$ cat src/rtl/md5_pkg.sv
package md5_pkg;

  localparam int unsigned BlockBytes = 64;
  localparam int unsigned LenPos     = 56;
  localparam logic [7:0]  PadByte    = 8'h80;

  localparam logic [31:0] InitA = 32'h67452301;
  localparam logic [31:0] InitB = 32'hefcdab89;
  localparam logic [31:0] InitC = 32'h98badcfe;
  localparam logic [31:0] InitD = 32'h10325476;

  // item passed from the front end to the engine
  typedef struct packed {
    logic       has_byte;
    logic [7:0] data_byte;
    logic       end_of_message;
  } md5_item_t;

  function automatic logic [31:0] md5_k(input logic [5:0] r);
    logic [31:0] k;
    unique case (r)
      6'd0:  k = 32'hd76aa478; 6'd1:  k = 32'he8c7b756; 6'd2:  k = 32'h242070db;
      6'd3:  k = 32'hc1bdceee; 6'd4:  k = 32'hf57c0faf; 6'd5:  k = 32'h4787c62a;
      6'd6:  k = 32'ha8304613; 6'd7:  k = 32'hfd469501; 6'd8:  k = 32'h698098d8;
      6'd9:  k = 32'h8b44f7af; 6'd10: k = 32'hffff5bb1; 6'd11: k = 32'h895cd7be;
      6'd12: k = 32'h6b901122; 6'd13: k = 32'hfd987193; 6'd14: k = 32'ha679438e;
      6'd15: k = 32'h49b40821; 6'd16: k = 32'hf61e2562; 6'd17: k = 32'hc040b340;
      6'd18: k = 32'h265e5a51; 6'd19: k = 32'he9b6c7aa; 6'd20: k = 32'hd62f105d;
      6'd21: k = 32'h02441453; 6'd22: k = 32'hd8a1e681; 6'd23: k = 32'he7d3fbc8;
      6'd24: k = 32'h21e1cde6; 6'd25: k = 32'hc33707d6; 6'd26: k = 32'hf4d50d87;
      6'd27: k = 32'h455a14ed; 6'd28: k = 32'ha9e3e905; 6'd29: k = 32'hfcefa3f8;
      6'd30: k = 32'h676f02d9; 6'd31: k = 32'h8d2a4c8a; 6'd32: k = 32'hfffa3942;
      6'd33: k = 32'h8771f681; 6'd34: k = 32'h6d9d6122; 6'd35: k = 32'hfde5380c;
      6'd36: k = 32'ha4beea44; 6'd37: k = 32'h4bdecfa9; 6'd38: k = 32'hf6bb4b60;
      6'd39: k = 32'hbebfbc70; 6'd40: k = 32'h289b7ec6; 6'd41: k = 32'heaa127fa;
      6'd42: k = 32'hd4ef3085; 6'd43: k = 32'h04881d05; 6'd44: k = 32'hd9d4d039;
      6'd45: k = 32'he6db99e5; 6'd46: k = 32'h1fa27cf8; 6'd47: k = 32'hc4ac5665;
      6'd48: k = 32'hf4292244; 6'd49: k = 32'h432aff97; 6'd50: k = 32'hab9423a7;
      6'd51: k = 32'hfc93a039; 6'd52: k = 32'h655b59c3; 6'd53: k = 32'h8f0ccc92;
      6'd54: k = 32'hffeff47d; 6'd55: k = 32'h85845dd1; 6'd56: k = 32'h6fa87e4f;
      6'd57: k = 32'hfe2ce6e0; 6'd58: k = 32'ha3014314; 6'd59: k = 32'h4e0811a1;
      6'd60: k = 32'hf7537e82; 6'd61: k = 32'hbd3af235; 6'd62: k = 32'h2ad7d2bb;
      default: k = 32'heb86d391;
    endcase
    return k;
  endfunction

  function automatic logic [4:0] md5_s(input logic [5:0] r);
    logic [4:0] s;
    unique case ({r[5:4], r[1:0]})
      4'd0:  s = 5'd7;  4'd1:  s = 5'd12; 4'd2:  s = 5'd17; 4'd3:  s = 5'd22;
      4'd4:  s = 5'd5;  4'd5:  s = 5'd9;  4'd6:  s = 5'd14; 4'd7:  s = 5'd20;
      4'd8:  s = 5'd4;  4'd9:  s = 5'd11; 4'd10: s = 5'd16; 4'd11: s = 5'd23;
      4'd12: s = 5'd6;  4'd13: s = 5'd10; 4'd14: s = 5'd15; default: s = 5'd21;
    endcase
    return s;
  endfunction

  // message word used by round r
  function automatic logic [3:0] md5_g(input logic [5:0] r);
    logic [3:0] g;
    unique case (r[5:4])
      2'd0: g = r[3:0];
      2'd1: g = 4'(5 * r[3:0] + 1);
      2'd2: g = 4'(3 * r[3:0] + 5);
      default: g = 4'(7 * r[3:0]);
    endcase
    return g;
  endfunction

endpackage

$ cat src/rtl/md5_message_digest.sv
// md5 message digest
// input: s_axis_tdata = data_byte, s_axis_tuser = {end_of_message, has_byte}
// an item with has_byte low and end_of_message high ends an empty or
// already complete message; an item with both low is ignored
// a byte that does not close a block is taken by the engine without leaving
// idle, so bytes stream at one per cycle between compressions; the queue registers each item
// the 64th byte of a block starts a compression (load, 64 rounds,
// fold), during which the engine takes nothing
// an end item pads one byte per cycle and
// compresses one or two blocks, then four digest items leave on m_axis,
// word 0 first, tlast on word 3
// a two-item queue sits between the input side and the compression engine,
// so the sender can run ahead while the engine works
// a stalled receiver holds the digest word steady and backs up the queue
// reset returns the chaining words to the initial values and empties all
module md5_message_digest
  import md5_pkg::*;
(
  input  logic        clk_i,
  input  logic        rst_ni,
  input  logic        s_axis_tvalid,
  output logic        s_axis_tready,
  input  logic [7:0]  s_axis_tdata,   // data_byte
  input  logic [1:0]  s_axis_tuser,   // {end_of_message, has_byte}
  output logic        m_axis_tvalid,
  input  logic        m_axis_tready,
  output logic [31:0] m_axis_tdata,   // digest_word
  output logic [1:0]  m_axis_tuser,   // word_index
  output logic        m_axis_tlast    // last_word
);

  md5_item_t in_item, q_item;
  logic      q_valid, q_ready;

  assign in_item.has_byte       = s_axis_tuser[0];
  assign in_item.data_byte      = s_axis_tdata;
  assign in_item.end_of_message = s_axis_tuser[1];

  md5_front u_front (
    .clk_i, .rst_ni,
    .in_valid_i(s_axis_tvalid), .in_ready_o(s_axis_tready), .in_item_i(in_item),
    .q_valid_o(q_valid), .q_ready_i(q_ready), .q_item_o(q_item)
  );

  md5_engine u_engine (
    .clk_i, .rst_ni,
    .q_valid_i(q_valid), .q_ready_o(q_ready), .q_item_i(q_item),
    .out_valid_o(m_axis_tvalid), .out_ready_i(m_axis_tready),
    .out_word_o(m_axis_tdata), .out_index_o(m_axis_tuser), .out_last_o(m_axis_tlast)
  );

endmodule

$ cat src/rtl/md5_front.sv
module md5_front
  import md5_pkg::*;
(
  input  logic      clk_i,
  input  logic      rst_ni,
  input  logic      in_valid_i,
  output logic      in_ready_o,
  input  md5_item_t in_item_i,
  output logic      q_valid_o,
  input  logic      q_ready_i,
  output md5_item_t q_item_o
);

  // two-entry queue; idle items are dropped here
  md5_item_t mem_q [2];
  logic      wp_q, rp_q;
  logic [1:0] cnt_q;
  logic push, pop, keep;

  assign in_ready_o = (cnt_q != 2'd2);
  assign keep       = in_item_i.has_byte | in_item_i.end_of_message;
  assign push       = in_valid_i & in_ready_o & keep;
  assign q_valid_o  = (cnt_q != 2'd0);
  assign pop        = q_valid_o & q_ready_i;
  assign q_item_o   = mem_q[rp_q];

  always_ff @(posedge clk_i) begin
    if (push) mem_q[wp_q] <= in_item_i;
  end

  always_ff @(posedge clk_i or negedge rst_ni) begin
    if (!rst_ni) begin
      wp_q  <= 1'b0;
      rp_q  <= 1'b0;
      cnt_q <= 2'd0;
    end else begin
      if (push) wp_q <= ~wp_q;
      if (pop)  rp_q <= ~rp_q;
      cnt_q <= 2'(cnt_q + {1'b0, push} - {1'b0, pop});
    end
  end

endmodule

$ cat src/rtl/md5_engine.sv
module md5_engine
  import md5_pkg::*;
(
  input  logic        clk_i,
  input  logic        rst_ni,
  input  logic        q_valid_i,
  output logic        q_ready_o,
  input  md5_item_t   q_item_i,
  output logic        out_valid_o,
  input  logic        out_ready_i,
  output logic [31:0] out_word_o,
  output logic [1:0]  out_index_o,
  output logic        out_last_o
);

  typedef enum logic [2:0] {
    S_IDLE, S_PAD, S_LOAD, S_ROUND, S_FOLD, S_OUT
  } state_e;

  state_e      state_q;
  logic [31:0] w_q [16];
  logic [31:0] h_q [4];
  logic [31:0] a_q, b_q, c_q, d_q;
  logic [63:0] bits_q;
  logic [5:0]  fill_q;
  logic [5:0]  rnd_q;
  logic        fin_q;      // finishing message
  logic        len_done_q; // length block compressed
  logic        len_blk_q;  // pad block takes the length
  logic        pad_placed_q;
  logic [1:0]  oidx_q;

  logic [31:0] f, sum, rot, wg;
  logic [5:0]  ins_pos;
  logic [7:0]  ins_byte;
  logic        ins_en;
  logic [4:0]  sh;

  always_comb begin
    unique case (rnd_q[5:4])
      2'd0: f = (b_q & c_q) | (~b_q & d_q);
      2'd1: f = (b_q & d_q) | (c_q & ~d_q);
      2'd2: f = b_q ^ c_q ^ d_q;
      default: f = c_q ^ (b_q | ~d_q);
    endcase
    wg  = w_q[md5_g(rnd_q)];
    sum = a_q + f + md5_k(rnd_q) + wg;
    sh  = md5_s(rnd_q);
    rot = (sum << sh) | (sum >> (6'd32 - {1'b0, sh}));
  end

  assign q_ready_o   = (state_q == S_IDLE);
  assign out_valid_o = (state_q == S_OUT);
  assign out_word_o  = h_q[oidx_q];
  assign out_index_o = oidx_q;
  assign out_last_o  = (oidx_q == 2'd3);

  // byte write into the word store
  always_comb begin
    ins_en   = 1'b0;
    ins_pos  = fill_q;
    ins_byte = q_item_i.data_byte;
    if (state_q == S_IDLE && q_valid_i && q_item_i.has_byte) ins_en = 1'b1;
    if (state_q == S_PAD) begin
      ins_en = 1'b1;
      if (!pad_placed_q) ins_byte = PadByte;
      else if (len_blk_q && fill_q >= 6'(LenPos)) ins_byte = bits_q[8*(fill_q[2:0]) +: 8];
      else ins_byte = 8'h00;
    end
  end

  always_ff @(posedge clk_i) begin
    if (ins_en) w_q[ins_pos[5:2]][8*ins_pos[1:0] +: 8] <= ins_byte;
    if (state_q == S_IDLE && q_valid_i && q_item_i.end_of_message &&
        !(q_item_i.has_byte && fill_q == 6'd63)) begin
      // pad byte goes after any byte taken this item
      if (q_item_i.has_byte) w_q[4'(({1'b0, fill_q} + 7'd1) >> 2)]
          [8*(2'(fill_q + 6'd1)) +: 8] <= PadByte;
      else w_q[fill_q[5:2]][8*fill_q[1:0] +: 8] <= PadByte;
    end
    if (state_q == S_LOAD) begin
      a_q <= h_q[0]; b_q <= h_q[1]; c_q <= h_q[2]; d_q <= h_q[3];
    end
    if (state_q == S_ROUND) begin
      a_q <= d_q; d_q <= c_q; c_q <= b_q; b_q <= b_q + rot;
    end
  end

  always_ff @(posedge clk_i or negedge rst_ni) begin
    if (!rst_ni) begin
      state_q    <= S_IDLE;
      h_q[0] <= InitA; h_q[1] <= InitB; h_q[2] <= InitC; h_q[3] <= InitD;
      bits_q     <= '0;
      fill_q     <= '0;
      rnd_q      <= '0;
      fin_q      <= 1'b0;
      len_done_q <= 1'b0;
      len_blk_q  <= 1'b0;
      oidx_q     <= '0;
    end else begin
      unique case (state_q)
        S_IDLE: if (q_valid_i) begin
          fin_q      <= q_item_i.end_of_message;
          len_done_q <= 1'b0;
          if (q_item_i.has_byte) begin
            bits_q <= bits_q + 64'd8;
            fill_q <= 6'(fill_q + 6'd1);
            if (fill_q == 6'd63) state_q <= S_LOAD;
            else if (q_item_i.end_of_message) begin
              fill_q    <= 6'(fill_q + 6'd2);
              len_blk_q <= (fill_q <= 6'd54);
              state_q   <= (fill_q == 6'd62) ? S_LOAD : S_PAD;
            end
          end else if (q_item_i.end_of_message) begin
            fill_q    <= 6'(fill_q + 6'd1);
            len_blk_q <= (fill_q <= 6'd55);
            state_q   <= (fill_q == 6'd63) ? S_LOAD : S_PAD;
          end
        end
        S_PAD: begin
          // pad byte if not yet placed, else zero fill; length bytes only in a block that holds the length
          fill_q <= 6'(fill_q + 6'd1);
          if (fill_q == 6'd63) begin
            state_q    <= S_LOAD;
            len_done_q <= len_blk_q;
          end
        end
        S_LOAD: begin
          rnd_q   <= '0;
          state_q <= S_ROUND;
        end
        S_ROUND: begin
          rnd_q <= 6'(rnd_q + 6'd1);
          if (rnd_q == 6'd63) state_q <= S_FOLD;
        end
        S_FOLD: begin
          h_q[0] <= h_q[0] + a_q; h_q[1] <= h_q[1] + b_q;
          h_q[2] <= h_q[2] + c_q; h_q[3] <= h_q[3] + d_q;
          fill_q <= '0;
          if (!fin_q) state_q <= S_IDLE;
          else if (len_done_q) begin
            oidx_q  <= '0;
            state_q <= S_OUT;
          end else begin
            // one more block for the length
            len_blk_q <= 1'b1;
            state_q   <= S_PAD;
          end
        end
        S_OUT: if (out_ready_i) begin
          oidx_q <= 2'(oidx_q + 2'd1);
          if (oidx_q == 2'd3) begin
            h_q[0] <= InitA; h_q[1] <= InitB; h_q[2] <= InitC; h_q[3] <= InitD;
            bits_q  <= '0;
            fill_q  <= '0;
            fin_q   <= 1'b0;
            state_q <= S_IDLE;
          end
        end
        default: state_q <= S_IDLE;
      endcase
    end
  end

  // pad byte placement when a byte filled the block on the end item
  always_ff @(posedge clk_i or negedge rst_ni) begin
    if (!rst_ni) pad_placed_q <= 1'b1;
    else if (state_q == S_IDLE && q_valid_i)
      pad_placed_q <= !(q_item_i.has_byte && q_item_i.end_of_message && fill_q == 6'd63);
    else if (state_q == S_PAD) pad_placed_q <= 1'b1;
  end

endmodule
$ cat config.mk
export PLATFORM = sky130hd
export DESIGN_NAME = md5_message_digest
export DESIGN_NICKNAME = d
export VERILOG_FILES = /design/src/rtl/md5_pkg.sv /design/src/rtl/md5_message_digest.sv /design/src/rtl/md5_front.sv /design/src/rtl/md5_engine.sv
export SDC_FILE = /design/constraint.sdc
export NUM_CORES = 2
export LEC_CHECK = 0
export BUFFER_PORTS_ARGS = -buffer_cell sky130_fd_sc_hd__buf_4
export CORE_MARGIN = 8
export CORE_UTILIZATION = 47
export DETAILED_ROUTE_END_ITERATION = 6
export SYNTH_ARGS = -nofsm -noshare
export SYNTH_HDL_FRONTEND = slang
export SYNTH_HIERARCHICAL = 1
export SYNTH_SLANG_ARGS = --single-unit
$ cat constraint.sdc
create_clock -name clk_i -period 24.4 [get_ports clk_i]
set_input_delay 4.88 -clock clk_i [delete_from_list [all_inputs] [get_ports clk_i]]
set_output_delay 4.88 -clock clk_i [all_outputs]
set_load 0.02 [all_outputs]
==> impl_metrics.py <==
metrics = {
    "run_status": {
        "status": "complete, no violations",
    },
    "finish": {
        "fin_util_pct": 51.5,
        "diodes": 0,
        "layout_commonest_cell": "nand2_1",
        "fin_area_mm2": 0.0648,
        "finalNetCount": 6659,
        "nFillCells": 11700,
        "final_cell_mix": "901 x nand2_1, 788 x nor2_1, 660 x edfxtp_1",
        "drive_gt1_share_pct": 7.82,
        "area_growth_syn_to_layout_pct": 8.50,
    },
    "clocking": {
        "clock-root-buffer": "clkbuf_16",
        "cts_htree_levels": 3,
        "post_cts_buffers": 0,
        "cts_inserted_buffers": 100,
        "cts.sinks": 874,
        "clk_latency_ps": 760,
        "clkTransAtPathRegs_ps": 70,
        "clock_path_buffers": 3,
        "cts-resized-gates": 0,
        "cts_tree": "done",
        "postCtsHoldBufs": 0,
    },
    "synthesis": {
        "muxShareOfSynthArea_pct": 6.98,
        "syn_inst": 6514,
        "synth-simple-area-share_pct": 17.6,
        "ys_async_sr_fraction_pct": 24.5,
        "ys_types": 100,
        "synthXorXnorAreaFrac_pct": 3.49,
        "yosys_warnings": 6,
        "synth_area_mm2": 0.0597,
        "synth_top_family_by_area": "compound AO/OA/AOI/OAI gates",
        "synth_area_per_cell_um2": 9.17,
        "synth.net_count": 6830,
        "synth-edff-count": 660,
        "synth_flop_cell": "edfxtp_1",
        "ys_ff_latch": 874,
        "ys_seq_area_share_pct": 42.3,
        "synth_compound_area_share_pct": 18.2,
        "synthAdderAreaFrac_pct": 7.25,
    },
    "critical_path": {
        "cp-end-kind": "flip-flop",
        "cp.arrival_ps": 14060,
        "slowest_stage": "a311oi_1",
        "path_max_fanout": 71,
        "crit_path_start_kind": "flip-flop",
        "crit_type": "reg -> reg",
        "worst_ep_required_time_ps": 24850,
        "max_stage_delay_ps": 960,
    },
    "sta": {
        "finalSetupTns_ps": 0,
        "relSlewSlack_pct": 12.6,
        "setup-violations-final": 0,
        "rsz0062_at_grt": "no",
        "period_minus_slack_ps": 13610,
        "period_share_pct": 55.8,
        "fmax_mhz": 73.5,
        "finalHoldViolCount": 0,
        "fin_worst_skew_ps": 72.2,
        "worst_pin_slew_ps": 1310,
        "drv_slew": 0,
    },
    "power_and_ir_drop": {
        "combPwrFrac_pct": 2.4,
        "power.internal_mw": 2.52,
        "p_leak_nw": 23.7,
        "irDropWorstVdd_v": 0.0000617,
        "clock_power_share_pct": 48.1,
        "sw_frac_of_total_pct": 22.2,
        "p_switching_mw": 0.721,
        "p_seq_share_pct": 49.5,
        "power_density_mw_per_mm2": 50.1,
        "power.total_mw": 3.24,
    },
    "grt": {
        "grt_max_degree": 145,
        "grt_pass1_vias": 47900,
        "grt_first_pass_wirelength_um": 309000,
        "antenna_found_initial": 1,
        "grtUsageTotal_pct": 29.0,
        "overflow": 0,
    },
    "placed_design": {
        "io_buffers": 50,
        "hpwlAfterDp_um": 146000,
        "globalplace.congestion": 0.967,
        "placed_area_mm2": 0.0614,
    },
    "route": {
        "wire_per_inst_um": 25.6,
        "viasPerCell": 6.25,
        "drtIter0Drc": 5839,
        "drt_first_pass_iters": 6,
        "ant_nets": 0,
        "routed_wl_um": 207000,
        "drc_errors": 0,
        "dr_total_vias": 50500,
    },
    "min_path": {
        "hold_class": "reg -> reg",
    },
    "floorplanning": {
        "num_io_pins": 51,
        "core_area_mm2": 0.126,
        "dieArea_mm2": 0.139,
        "die_w_um": 372,
        "initial_core_util_pct": 47.4,
        "die_h_um": 372,
        "row_count": 130,
    },
    "job": {
        "drv_cap": 0,
    },
}
-- power groups by stage --
stage	Sequential [mW]	Clock, mW	Combinational (mW)
5_1_grt	1.61	1.64	0.0861
3_5_place_dp	1.64	0	0.0789
3_3_place_gp	1.64	0	0.0772
6_report	1.61	1.56	0.0780
2_1_floorplan	1.64	0	0.0395
4_1_cts	1.61	1.59	0.0788
-- registers in the layout (all words and copies together), names as in the netlist, 2 cells and up --
register	count
u_engine/a_q	32
u_engine/b_q	32
u_engine/bits_q	61
u_engine/c_q	32
u_engine/d_q	32
u_engine/fill_q	6
u_engine/h_q	128
u_engine/out_index_o	2
u_engine/rnd_q	6
u_engine/state_q	3
u_engine/w_q	512
u_front/cnt_q	2
u_front/mem_q	20
-- area by class of cell --
type                    instances  area (um2)  area share, %
clock inverters                64         711           1.10
well taps                    1650        2060           3.19
repair buffers                137        1060           1.64
inverters                     244         921           1.42
flip-flops and latches        874       25300           39.0
clock buffers                 125        2680           4.13
multi-input cells            4986       32100           49.5
-- cells in the mapped netlist, drive strengths merged (104+ instances only) --
cell type / instances / area [um2]
a211oi: 185 / 1390
a21oi: 536 / 2700
a31oi: 104 / 651
and2: 136 / 853
clkbuf: 343 / 1290
dfrtp: 149 / 3730
edfxtp: 660 / 19800
ha: 229 / 2870
inv: 242 / 908
mux2i: 251 / 2510
nand2: 904 / 3390
nor2: 791 / 2970
nor3: 104 / 521
o21ai: 381 / 1910
xnor2: 120 / 1050
xor2: 110 / 963
-- per-stage QoR --
step / std cells / setup slack [ps] / hold WS, ps
finish: 8080 / 10790 / 503
global route: 8080 / 10020 / 530
CTS: 8080 / 10990 / 502
detailed placement: 7891 / 10990 / 490
global placement: 7891 / 11200 / 478
floorplan: 6514 / 13050 / 460
-- per-layer routing --
metal	up-vias	track usage, %	wire (um)
li1	23200	-	-
met3	486	4.63	14100
met2	2117	47.6	96200
met4	2	13.6	11100
met5	-	0	12
met1	24700	37.7	85100
-- worst paths after layout --
path                                               start                               to  slack (ps)  cells past startpoint
setup / recovery           u_engine/rnd_q[4]$_DFFE_PN0P_       u_engine/b_q[31]$_DFFE_PP_       10790                     36
hold / removal                  u_front/wp_q$_DFFE_PN0N_         u_front/wp_q$_DFFE_PN0N_         500                      1
setup reg to reg           u_engine/rnd_q[4]$_DFFE_PN0P_       u_engine/b_q[31]$_DFFE_PP_       10790                     36
hold reg to reg                 u_front/wp_q$_DFFE_PN0N_         u_front/wp_q$_DFFE_PN0N_         500                      1
max in group asynchronous                         rst_ni  u_engine/bits_q[35]$_DFFE_PN0P_       18810                      2
min in group asynchronous                         rst_ni    u_engine/rnd_q[5]$_DFFE_PN0P_        4150                      1
-- critical path: cells and delay by family, from the launching register on --
kind | cells | cell delay [ps]
buffers and inverters | 5 | 2500
DFF | 1 | 840
AOI/OAI and AO/OA | 19 | 6050
adders and majority gates | 4 | 1740
and+or+nand+nor | 5 | 610
xor gates and xnor gates | 1 | 860
muxes | 2 | 620
-- cell families (layout without fill, tap and decap cells) --
| logic type | count (synthesis) | count (layout) |
|---|---|---|
| AOI/OAI and AO/OA | 1732 | 1732 |
| xor gates and xnor gates | 233 | 233 |
| muxes | 339 | 339 |
| buffers and inverters | 654 | 570 |
| and+or+nand+nor | 2380 | 2380 |
| DFF | 874 | 874 |
| adders and majority gates | 302 | 302 |
No activity file was read; power rests on OpenSTA's default activity.
